File: config.mk
export PLATFORM = sky130hd
export DESIGN_NAME = parenthesized_infix_evaluator
export DESIGN_NICKNAME = d
export VERILOG_FILES = /design/src/hdl/pie_pkg.sv /design/src/hdl/pie_div.sv /design/src/hdl/pie_alu.sv /design/src/hdl/parenthesized_infix_evaluator.sv
export SDC_FILE = /design/constraint.sdc
export NUM_CORES = 2
export LEC_CHECK = 0
export BUFFER_PORTS_ARGS = -buffer_cell sky130_fd_sc_hd__buf_2
export CAP_MARGIN = 20
export CELL_PAD_IN_SITES_DETAIL_PLACEMENT = 0
export CELL_PAD_IN_SITES_GLOBAL_PLACEMENT = 2
export CORE_MARGIN = 2
export CORE_UTILIZATION = 43
export CTS_BUF_LIST = sky130_fd_sc_hd__clkbuf_4 sky130_fd_sc_hd__clkbuf_8
export CTS_CLUSTER_DIAMETER = 200
export CTS_CLUSTER_SIZE = 14
export DETAILED_ROUTE_END_ITERATION = 8
export GPL_ROUTABILITY_DRIVEN = 0
export PLACE_DENSITY = 0.86
export SLEW_MARGIN = 25
export SYNTH_ARGS = -nofsm -noshare
export SYNTH_HDL_FRONTEND = slang
export SYNTH_SLANG_ARGS = --single-unit
File: constraint.sdc
create_clock -name i_clk -period 6.9 [get_ports i_clk]
set_input_delay 0.69 -clock i_clk [delete_from_list [all_inputs] [get_ports i_clk]]
set_output_delay 0.69 -clock i_clk [all_outputs]
set_load 0.01 [all_outputs]
File: src/hdl/pie_pkg.sv
// ----------------------------------------------------------------------------
// pie_pkg: shared types and constants
// Character codes, operator and error codes, beat structs and the request
// and response structs between the sequencer, the arithmetic unit and the
// divider.
// ----------------------------------------------------------------------------
package pie_pkg;

    localparam int OPERATOR_DEPTH = 16;
    localparam int VALUE_DEPTH    = 16;

    localparam int VAL_W  = 32;
    localparam int CHAR_W = 8;
    localparam int OCNT_W = $clog2(OPERATOR_DEPTH + 1);
    localparam int OIDX_W = $clog2(OPERATOR_DEPTH);
    localparam int VCNT_W = $clog2(VALUE_DEPTH + 1);
    localparam int VIDX_W = $clog2(VALUE_DEPTH);
    localparam int DCNT_W = $clog2(VAL_W);

    localparam logic [CHAR_W-1:0] CH_0     = 8'h30;
    localparam logic [CHAR_W-1:0] CH_9     = 8'h39;
    localparam logic [CHAR_W-1:0] CH_PLUS  = 8'h2B;
    localparam logic [CHAR_W-1:0] CH_MINUS = 8'h2D;
    localparam logic [CHAR_W-1:0] CH_STAR  = 8'h2A;
    localparam logic [CHAR_W-1:0] CH_SLASH = 8'h2F;
    localparam logic [CHAR_W-1:0] CH_OPEN  = 8'h28;
    localparam logic [CHAR_W-1:0] CH_CLOSE = 8'h29;

    typedef enum logic [1:0] {
        OP_ADD = 2'd0,
        OP_SUB = 2'd1,
        OP_MUL = 2'd2,
        OP_DIV = 2'd3
    } t_op;

    typedef enum logic [1:0] {
        ERR_NONE      = 2'd0,
        ERR_OVERFLOW  = 2'd1,
        ERR_UNDERFLOW = 2'd2,
        ERR_DIVZERO   = 2'd3
    } t_err;

    typedef enum logic [2:0] {
        S_IDLE,
        S_RD1,
        S_RD2,
        S_EXEC,
        S_WAIT,
        S_FIN,
        S_FIN2
    } t_state;

    typedef struct packed {
        logic [CHAR_W-1:0] char_code;
        logic              last_char;
    } t_in;

    typedef struct packed {
        logic signed [VAL_W-1:0] result_value;
        t_err                    error_code;
    } t_out;

    typedef struct packed {
        logic             start;
        t_op              op;
        logic [VAL_W-1:0] a;
        logic [VAL_W-1:0] b;
    } t_alu_req;

    typedef struct packed {
        logic             done;
        logic             div_zero;
        logic [VAL_W-1:0] result;
    } t_alu_rsp;

    typedef struct packed {
        logic             start;
        logic [VAL_W-1:0] a;
        logic [VAL_W-1:0] b;
    } t_div_req;

    typedef struct packed {
        logic             done;
        logic [VAL_W-1:0] quo;
    } t_div_rsp;

endpackage

File: src/hdl/pie_div.sv
// ----------------------------------------------------------------------------
// pie_div: iterative signed divider
// Restoring division on magnitudes, one quotient bit per cycle, quotient
// truncated toward zero. The divisor must be nonzero.
// ----------------------------------------------------------------------------
module pie_div (
    input  logic              i_clk,
    input  logic              i_rst_n,
    input  pie_pkg::t_div_req i_req,
    output pie_pkg::t_div_rsp o_rsp
);

    logic                          r_busy;
    logic                          r_done;
    logic [pie_pkg::DCNT_W-1:0]    r_cnt;
    logic [pie_pkg::VAL_W-1:0]     r_rem;
    logic [pie_pkg::VAL_W-1:0]     r_quo;
    logic [pie_pkg::VAL_W-1:0]     r_dvs;
    logic [pie_pkg::VAL_W-1:0]     r_q;
    logic                          r_neg;

    logic [pie_pkg::VAL_W:0]       shifted;
    logic [pie_pkg::VAL_W:0]       trial;
    logic [pie_pkg::VAL_W-1:0]     n_rem;
    logic [pie_pkg::VAL_W-1:0]     n_quo;

    always_comb begin
        shifted = {r_rem, r_quo[pie_pkg::VAL_W-1]};
        trial   = shifted - {1'b0, r_dvs};
        if (!trial[pie_pkg::VAL_W]) begin
            n_rem = trial[pie_pkg::VAL_W-1:0];
            n_quo = {r_quo[pie_pkg::VAL_W-2:0], 1'b1};
        end else begin
            n_rem = shifted[pie_pkg::VAL_W-1:0];
            n_quo = {r_quo[pie_pkg::VAL_W-2:0], 1'b0};
        end
    end

    always_ff @(posedge i_clk) begin
        if (!i_rst_n) begin
            r_busy <= 1'b0;
            r_done <= 1'b0;
        end else begin
            r_done <= 1'b0;
            if (i_req.start) begin
                r_busy <= 1'b1;
                r_cnt  <= '0;
                r_rem  <= '0;
                r_quo  <= i_req.a[pie_pkg::VAL_W-1] ? (0 - i_req.a) : i_req.a;
                r_dvs  <= i_req.b[pie_pkg::VAL_W-1] ? (0 - i_req.b) : i_req.b;
                r_neg  <= i_req.a[pie_pkg::VAL_W-1] ^ i_req.b[pie_pkg::VAL_W-1];
            end else if (r_busy) begin
                r_rem <= n_rem;
                r_quo <= n_quo;
                r_cnt <= r_cnt + 1'b1;
                if (r_cnt == pie_pkg::DCNT_W'(pie_pkg::VAL_W - 1)) begin
                    r_busy <= 1'b0;
                    r_done <= 1'b1;
                    r_q    <= r_neg ? (0 - n_quo) : n_quo;
                end
            end
        end
    end

    assign o_rsp.done = r_done;
    assign o_rsp.quo  = r_q;

endmodule

File: src/hdl/pie_alu.sv
// ----------------------------------------------------------------------------
// pie_alu: shared arithmetic unit
// Latches one operation, registers add, subtract and low product from the
// latched operands, and runs the iterative divider or flags a zero divisor.
// ----------------------------------------------------------------------------
module pie_alu (
    input  logic              i_clk,
    input  logic              i_rst_n,
    input  pie_pkg::t_alu_req i_req,
    output pie_pkg::t_alu_rsp o_rsp
);

    logic                      r_busy;
    logic                      r_first;
    logic                      r_done;
    logic                      r_dz;
    pie_pkg::t_op              r_op;
    logic [pie_pkg::VAL_W-1:0] r_a;
    logic [pie_pkg::VAL_W-1:0] r_b;
    logic [pie_pkg::VAL_W-1:0] r_res;

    pie_pkg::t_div_req div_req;
    pie_pkg::t_div_rsp div_rsp;

    assign div_req.start = r_busy && r_first && (r_op == pie_pkg::OP_DIV) && (r_b != '0);
    assign div_req.a     = r_a;
    assign div_req.b     = r_b;

    pie_div u_div (
        .i_clk   (i_clk),
        .i_rst_n (i_rst_n),
        .i_req   (div_req),
        .o_rsp   (div_rsp)
    );

    always_ff @(posedge i_clk) begin
        if (!i_rst_n) begin
            r_busy  <= 1'b0;
            r_first <= 1'b0;
            r_done  <= 1'b0;
        end else begin
            r_done <= 1'b0;
            if (i_req.start) begin
                r_busy  <= 1'b1;
                r_first <= 1'b1;
                r_op    <= i_req.op;
                r_a     <= i_req.a;
                r_b     <= i_req.b;
            end else if (r_busy) begin
                r_first <= 1'b0;
                case (r_op)
                    pie_pkg::OP_ADD: begin
                        r_res  <= r_a + r_b;
                        r_dz   <= 1'b0;
                        r_done <= 1'b1;
                        r_busy <= 1'b0;
                    end
                    pie_pkg::OP_SUB: begin
                        r_res  <= r_a - r_b;
                        r_dz   <= 1'b0;
                        r_done <= 1'b1;
                        r_busy <= 1'b0;
                    end
                    pie_pkg::OP_MUL: begin
                        r_res  <= r_a * r_b;
                        r_dz   <= 1'b0;
                        r_done <= 1'b1;
                        r_busy <= 1'b0;
                    end
                    default: begin
                        if (r_b == '0) begin
                            r_res  <= '0;
                            r_dz   <= 1'b1;
                            r_done <= 1'b1;
                            r_busy <= 1'b0;
                        end else if (div_rsp.done) begin
                            r_res  <= div_rsp.quo;
                            r_dz   <= 1'b0;
                            r_done <= 1'b1;
                            r_busy <= 1'b0;
                        end
                    end
                endcase
            end
        end
    end

    assign o_rsp.done     = r_done;
    assign o_rsp.div_zero = r_dz;
    assign o_rsp.result   = r_res;

endmodule

File: src/hdl/parenthesized_infix_evaluator.sv
// ----------------------------------------------------------------------------
// parenthesized_infix_evaluator: two-stack evaluator for parenthesized infix
// Input beats carry one character each; an output beat carries the value on
// top of the value stack and an error code after the last character.
// ----------------------------------------------------------------------------
// usage:
//   input channel (i_in_valid / o_in_ready / i_in_data) takes one character
//   per beat; digits, + - * / and ')' act, every other code is skipped
//   output channel (o_out_valid / i_out_ready / o_out_data) gives one beat
//   per expression, after the beat whose last_char is set
// input handling:
//   digit, operator, skipped code: taken in S_IDLE, which stays ready
//   ')' steps through S_RD1, S_RD2, S_EXEC and S_WAIT; a nonzero divisor
//   runs the 32-step divider inside the shared arithmetic unit, which
//   holds S_WAIT longer; the value stack memory is read twice, top value
//   first, before the operation starts; the input is not ready meanwhile
//   last character: S_FIN gives the result with an empty value stack, S_FIN2
//   otherwise, after any wait for the output register
// reset clears both stack counts, the error and the output valid flag; stack
// memories and the output data register are not cleared
// a stalled output beat is held in the output register while further
// characters are taken; the next expression end waits until it is accepted
// ----------------------------------------------------------------------------
module parenthesized_infix_evaluator (
    input  logic          i_clk,
    input  logic          i_rst_n,
    input  logic          i_in_valid,
    output logic          o_in_ready,
    input  pie_pkg::t_in  i_in_data,
    output logic          o_out_valid,
    input  logic          i_out_ready,
    output pie_pkg::t_out o_out_data
);

    pie_pkg::t_state            r_state,     n_state;
    logic [pie_pkg::VCNT_W-1:0] r_vcnt,      n_vcnt;
    logic [pie_pkg::OCNT_W-1:0] r_ocnt,      n_ocnt;
    pie_pkg::t_err              r_err,       n_err;
    logic                       r_last,      n_last;
    logic [pie_pkg::VAL_W-1:0]  r_right,     n_right;
    pie_pkg::t_op               r_op,        n_op;
    pie_pkg::t_out              r_out,       n_out;
    logic                       r_out_valid, n_out_valid;

    logic [pie_pkg::VAL_W-1:0]  r_vmem [pie_pkg::VALUE_DEPTH];
    pie_pkg::t_op               r_omem [pie_pkg::OPERATOR_DEPTH];
    logic [pie_pkg::VAL_W-1:0]  r_vrd;
    pie_pkg::t_op               r_ord;

    logic                       v_we;
    logic [pie_pkg::VIDX_W-1:0] v_waddr;
    logic [pie_pkg::VAL_W-1:0]  v_wdata;
    logic [pie_pkg::VIDX_W-1:0] v_raddr;
    logic                       o_we;
    logic [pie_pkg::OIDX_W-1:0] o_waddr;
    pie_pkg::t_op               o_wdata;
    logic [pie_pkg::OIDX_W-1:0] o_raddr;

    logic [pie_pkg::VCNT_W-1:0] vcnt_m1;
    logic [pie_pkg::VCNT_W-1:0] vcnt_m2;
    logic [pie_pkg::OCNT_W-1:0] ocnt_m1;
    logic                       in_acc;
    logic                       is_op;
    pie_pkg::t_op               in_op;
    logic [pie_pkg::CHAR_W-1:0] digit;

    pie_pkg::t_alu_req alu_req;
    pie_pkg::t_alu_rsp alu_rsp;

    function automatic pie_pkg::t_err flag(pie_pkg::t_err cur, pie_pkg::t_err code);
        return (cur == pie_pkg::ERR_NONE) ? code : cur;
    endfunction

    pie_alu u_alu (
        .i_clk   (i_clk),
        .i_rst_n (i_rst_n),
        .i_req   (alu_req),
        .o_rsp   (alu_rsp)
    );

    assign vcnt_m1 = r_vcnt - 1'b1;
    assign vcnt_m2 = r_vcnt - 2'd2;
    assign ocnt_m1 = r_ocnt - 1'b1;
    assign digit   = i_in_data.char_code - pie_pkg::CH_0;

    assign o_in_ready  = (r_state == pie_pkg::S_IDLE);
    assign in_acc      = i_in_valid && o_in_ready;
    assign o_out_valid = r_out_valid;
    assign o_out_data  = r_out;

    always_comb begin
        is_op = 1'b1;
        in_op = pie_pkg::OP_ADD;
        case (i_in_data.char_code)
            pie_pkg::CH_PLUS:  in_op = pie_pkg::OP_ADD;
            pie_pkg::CH_MINUS: in_op = pie_pkg::OP_SUB;
            pie_pkg::CH_STAR:  in_op = pie_pkg::OP_MUL;
            pie_pkg::CH_SLASH: in_op = pie_pkg::OP_DIV;
            default:           is_op = 1'b0;
        endcase
    end

    always_comb begin
        n_state     = r_state;
        n_vcnt      = r_vcnt;
        n_ocnt      = r_ocnt;
        n_err       = r_err;
        n_last      = r_last;
        n_right     = r_right;
        n_op        = r_op;
        n_out       = r_out;
        n_out_valid = r_out_valid && !i_out_ready;
        v_we        = 1'b0;
        v_waddr     = r_vcnt[pie_pkg::VIDX_W-1:0];
        v_wdata     = {{(pie_pkg::VAL_W - pie_pkg::CHAR_W){1'b0}}, digit};
        v_raddr     = vcnt_m1[pie_pkg::VIDX_W-1:0];
        o_we        = 1'b0;
        o_waddr     = r_ocnt[pie_pkg::OIDX_W-1:0];
        o_wdata     = in_op;
        o_raddr     = ocnt_m1[pie_pkg::OIDX_W-1:0];
        alu_req     = '{start: 1'b0, op: r_op, a: r_vrd, b: r_right};

        case (r_state)
            pie_pkg::S_IDLE: begin
                if (in_acc) begin
                    n_last = i_in_data.last_char;
                    if (i_in_data.last_char) begin
                        n_state = pie_pkg::S_FIN;
                    end
                    if (i_in_data.char_code >= pie_pkg::CH_0 &&
                        i_in_data.char_code <= pie_pkg::CH_9) begin
                        if (r_vcnt < pie_pkg::VCNT_W'(pie_pkg::VALUE_DEPTH)) begin
                            v_we   = 1'b1;
                            n_vcnt = r_vcnt + 1'b1;
                        end else begin
                            n_err = flag(r_err, pie_pkg::ERR_OVERFLOW);
                        end
                    end else if (is_op) begin
                        if (r_ocnt < pie_pkg::OCNT_W'(pie_pkg::OPERATOR_DEPTH)) begin
                            o_we   = 1'b1;
                            n_ocnt = r_ocnt + 1'b1;
                        end else begin
                            n_err = flag(r_err, pie_pkg::ERR_OVERFLOW);
                        end
                    end else if (i_in_data.char_code == pie_pkg::CH_CLOSE) begin
                        if (r_ocnt == '0) begin
                            n_err = flag(r_err, pie_pkg::ERR_UNDERFLOW);
                        end else begin
                            n_ocnt = ocnt_m1;
                            if (r_vcnt < pie_pkg::VCNT_W'(2)) begin
                                n_err = flag(r_err, pie_pkg::ERR_UNDERFLOW);
                            end else begin
                                n_state = pie_pkg::S_RD1;
                            end
                        end
                    end
                end
            end
            pie_pkg::S_RD1: begin
                n_op    = r_ord;
                n_state = pie_pkg::S_RD2;
            end
            pie_pkg::S_RD2: begin
                v_raddr = vcnt_m2[pie_pkg::VIDX_W-1:0];
                n_right = r_vrd;
                n_state = pie_pkg::S_EXEC;
            end
            pie_pkg::S_EXEC: begin
                alu_req.start = 1'b1;
                n_state       = pie_pkg::S_WAIT;
            end
            pie_pkg::S_WAIT: begin
                if (alu_rsp.done) begin
                    v_we    = 1'b1;
                    v_waddr = vcnt_m2[pie_pkg::VIDX_W-1:0];
                    v_wdata = alu_rsp.result;
                    n_vcnt  = vcnt_m1;
                    if (alu_rsp.div_zero) begin
                        n_err = flag(r_err, pie_pkg::ERR_DIVZERO);
                    end
                    n_state = r_last ? pie_pkg::S_FIN : pie_pkg::S_IDLE;
                end
            end
            pie_pkg::S_FIN: begin
                if (!r_out_valid || i_out_ready) begin
                    if (r_vcnt == '0) begin
                        n_out.result_value = '0;
                        n_out.error_code   = flag(r_err, pie_pkg::ERR_UNDERFLOW);
                        n_out_valid        = 1'b1;
                        n_vcnt             = '0;
                        n_ocnt             = '0;
                        n_err              = pie_pkg::ERR_NONE;
                        n_state            = pie_pkg::S_IDLE;
                    end else begin
                        n_state = pie_pkg::S_FIN2;
                    end
                end
            end
            pie_pkg::S_FIN2: begin
                n_out.result_value = r_vrd;
                n_out.error_code   = r_err;
                n_out_valid        = 1'b1;
                n_vcnt             = '0;
                n_ocnt             = '0;
                n_err              = pie_pkg::ERR_NONE;
                n_state            = pie_pkg::S_IDLE;
            end
            default: begin
                n_state = pie_pkg::S_IDLE;
            end
        endcase
    end

    always_ff @(posedge i_clk) begin
        if (!i_rst_n) begin
            r_state     <= pie_pkg::S_IDLE;
            r_vcnt      <= '0;
            r_ocnt      <= '0;
            r_err       <= pie_pkg::ERR_NONE;
            r_last      <= 1'b0;
            r_out_valid <= 1'b0;
        end else begin
            r_state     <= n_state;
            r_vcnt      <= n_vcnt;
            r_ocnt      <= n_ocnt;
            r_err       <= n_err;
            r_last      <= n_last;
            r_out_valid <= n_out_valid;
        end
    end

    always_ff @(posedge i_clk) begin
        r_right <= n_right;
        r_op    <= n_op;
        r_out   <= n_out;
    end

    // stack memories
    always_ff @(posedge i_clk) begin
        if (v_we) begin
            r_vmem[v_waddr] <= v_wdata;
        end
        r_vrd <= r_vmem[v_raddr];
    end

    always_ff @(posedge i_clk) begin
        if (o_we) begin
            r_omem[o_waddr] <= o_wdata;
        end
        r_ord <= r_omem[o_raddr];
    end

    a_vcnt_bound: assert property (@(posedge i_clk) disable iff (!i_rst_n)
        r_vcnt <= pie_pkg::VCNT_W'(pie_pkg::VALUE_DEPTH))
        else $error("value count beyond depth");

    a_ocnt_bound: assert property (@(posedge i_clk) disable iff (!i_rst_n)
        r_ocnt <= pie_pkg::OCNT_W'(pie_pkg::OPERATOR_DEPTH))
        else $error("operator count beyond depth");

    a_rd_two_values: assert property (@(posedge i_clk) disable iff (!i_rst_n)
        (r_state == pie_pkg::S_RD1) |-> (r_vcnt >= pie_pkg::VCNT_W'(2)))
        else $error("operand read with fewer than two values");

    a_alu_done_wait: assert property (@(posedge i_clk) disable iff (!i_rst_n)
        alu_rsp.done |-> (r_state == pie_pkg::S_WAIT))
        else $error("arithmetic result outside wait state");

    a_fin_slot: assert property (@(posedge i_clk) disable iff (!i_rst_n)
        (r_state == pie_pkg::S_FIN2) |-> !r_out_valid)
        else $error("output register busy at expression end");

endmodule

==> results.py <==
metrics = {
    "yosys": {
        "synth-main-ff-cell": "edfxtp_1",
        "mappedNetlistNets": 5051,
        "netlist_area_um2": 55600,
        "seq_area_frac_synth": 0.477,
        "synthCells": 4420,
        "ys_ff_latch": 901,
        "yosys_warnings": 0,
        "avgSynthCellArea_um2": 12.6,
        "synth_cell_type_count": 80,
        "synth_edf_count": 845,
        "synthArstFlopShare": 0,
    },
    "critical_path": {
        "crit_type": "flip-flop to flip-flop",
        "cp.arrival_ps": 8030,
        "start_kind": "flip-flop",
        "critPathCaptureType": "flip-flop",
        "critPathMaxFanout": 9,
        "r2r_cells": 25,
        "crit_required_ps": 7370,
    },
    "detailed_routing": {
        "drc_errors": 0,
        "dr.pass1.iters": 6,
        "drtIter0Drc": 3236,
        "ant_nets": 0,
        "avgViaCountPerCell": 5.44,
        "via_count": 34534,
        "routed_wl_mm": 150,
        "wl_per_cell_um": 23.6,
    },
    "timing": {
        "period_minus_slack_ps": 7560,
        "timing.final.crit_share": 1.10,
        "finalHoldViolCount": 0,
        "tightest_slew_ps": 1070,
        "maxSlewViolCount": 0,
        "max_clock_freq_mhz": 132,
        "setup_tns_ps": -6020,
        "slew_headroom": 0.287,
        "rsz0062_at_grt": "true",
        "fin_hold_ws_ps": 225,
        "clock_skew_ps": 62.1,
        "worst_slack_ps": -661,
        "setup_viol": 16,
    },
    "global_routing": {
        "grt_pass1_vias": 35490,
        "grt_overflow_total": 0,
        "grt_antenna_before_repair": 6,
        "grt_max_degree": 112,
        "grt_pass1_wl_mm": 226,
        "grt_use_total": 0.230,
    },
    "power": {
        "leakage_nw": 24.9,
        "power_mw": 14.2,
        "vdd.ir_drop.worst_mv": 0.216,
        "p_per_area_nw_per_um2": 228,
    },
    "cells_and_area": {
        "final_util": 0.485,
        "final_common_cell": "edfxtp_1",
        "nNetsFinal": 5252,
        "stdcell_area_um2": 62000,
        "final_cell_mix": "edfxtp_1 (845), inv_1 (443), fa_1 (402), nand2_1 (384), and2_1 (333)",
        "drive_gt1_frac": 0.172,
        "syn_to_final_growth_pct": 11.7,
    },
    "run": {
        "drv_cap": 0,
    },
    "min_path": {
        "hold_class": "input pin to flip-flop",
        "whs_path_depth": 3,
    },
    "floorplanning": {
        "die_x_um": 363,
        "core_area_um2": 128000,
        "rows": 131,
        "initial_core_util": 0.435,
        "pin_count": 49,
        "die_y_um": 363,
        "die_area_um2": 132000,
    },
    "run_status": {
        "violations": "setup timing",
        "status": "finished with violations",
    },
    "cts": {
        "path_clk_slew_ps": 110,
        "htreeDepth": 3,
        "root_buffer": "clkbuf_8",
        "clockBufferDepth": 3,
        "cts_tree": "done",
        "numCtsBuffers": 74,
        "insertion_delay_ps": 760,
        "cts_sinks": 901,
    },
    "place": {
        "place_area_um2": 59700,
        "hpwlAfterDp_mm": 107,
        "port-buffer-count": 48,
    },
}
area by class of cell:
type | instances | area (µm²)
Clock inverter | 6 | 73.8
Sequential cell | 901 | 26500
Timing Repair Buffer | 372 | 3010
Multi-Input combinational cell | 2825 | 27200
Antenna cell | 2 | 5.00
Inverter | 447 | 1680
Fill cell | 11252 | 65800
Tap cell | 1662 | 2080
Clock buffer | 131 | 1470
per-layer routing:
metal  track usage  part of all wire  up-vias
li1              -                 -    15596
met1         0.317              0.42    17682
met2         0.384              0.49     1030
met3        0.0231             0.053      224
met4        0.0751             0.035        2
met5             0          0.000087        -
path summary, 6_finish.rpt:
kind / startpoint / endpoint / slack, ps
max: u_alu.r_b[2] / u_alu.r_res[29] / -660
min: i_in_data[0] / r_last / 230
max reg2reg: u_alu.r_b[2] / u_alu.r_res[29] / -660
min reg2reg: r_right[31] / u_alu.r_b[31] / 380
through the flow:
stage	setup WS, ps	instances
after CTS	-608	6331
after global placement	-686	6183
after detailed placement	-722	6184
after floorplan	-340	4420
final	-661	6346
after global routing	-867	6345
power breakdown:
group / internal (mW) / switching [mW] / leakage [nW] / total, mW
Combinational: 2.12 / 2.46 / 15.1 / 4.58
Sequential: 6.13 / 0.310 / 9.05 / 6.44
Clock: 1.35 / 1.80 / 0.832 / 3.15
kinds of logic after synthesis:
kind of cell / count (synthesis) / synth area share
flops: 901 / 0.477
buf+inv: 694 / 0.0479
fa+ha+maj: 618 / 0.195
mux: 201 / 0.0673
simple gates: 1217 / 0.111
xor+xnor: 264 / 0.0420
compound gates: 525 / 0.0599
worst max-delay path, cell delays in order, from the launching register on:
cell and delay (ps):
edfxtp_1 450, buf_12 170, and2_1 170, fa_1 530, inv_1 50, fa_1 520, fa_1 460, fa_1 540
inv_1 50, fa_1 480, fa_1 570, fa_1 450, fa_1 520, ha_4 300, nand4_1 130, or3_1 380
a211oi_2 180, nor2_2 100, a311oi_4 300, a31oi_2 170, buf_4 160, buf_4 120, buf_4 120, xnor2_1 120
a22oi_1 150, o21ai_1 90
flip-flops by register name, summed over array words and instances, names as in the netlist, 2 cells and up, named ones only:
name	count
u_alu.u_div.r_dvs	32
r_ord	2
u_alu.u_div.r_cnt	5
r_omem	32
u_alu.u_div.r_rem	32
u_alu.r_op	2
r_vrd	32
r_right	32
r_vmem	512
u_alu.r_res	32
u_alu.r_a	32
r_op	2
u_alu.u_div.r_q	32
r_vcnt	5
r_ocnt	5
r_state	3
o_out_data	34
u_alu.r_b	32
u_alu.u_div.r_quo	32
cell usage after synthesis, drive strengths merged (10+ instances only):
cell type	number	share of area
mux4	138	0.056
fa	410	0.15
nor2b	57	0.0064
nor3	42	0.0040
nor2	187	0.013
mux2i	61	0.011
a211oi	45	0.0062
xnor2	194	0.031
nand2b	43	0.0048
nand2	386	0.026
o21bai	10	0.0014
nand3	35	0.0032
o22ai	12	0.0014
clkbuf	203	0.014
edfxtp	845	0.46
or3	27	0.0033
and3	45	0.0051
o31ai	22	0.0032
o21a	12	0.0016
o21ai	145	0.013
a31oi	16	0.0018
o41ai	12	0.0022
a21oi	144	0.013
a21o	33	0.0045
dfxtp	56	0.020
or4	18	0.0027
nor4	10	0.0012
xor2	70	0.011
inv	447	0.030
ha	208	0.047
buf	44	0.0040
a22oi	18	0.0024
and2	342	0.039
what timing repair did:
item / CTS / global route
gates resized for setup: 28 / 84
cloned: 1 / 1
setup buffers: 11 / 14
setup endpoints to repair: 18 / 19
hold buffers: 0 / 0
pin swaps: 16 / 33
No activity file was read; power rests on OpenSTA's default activity.
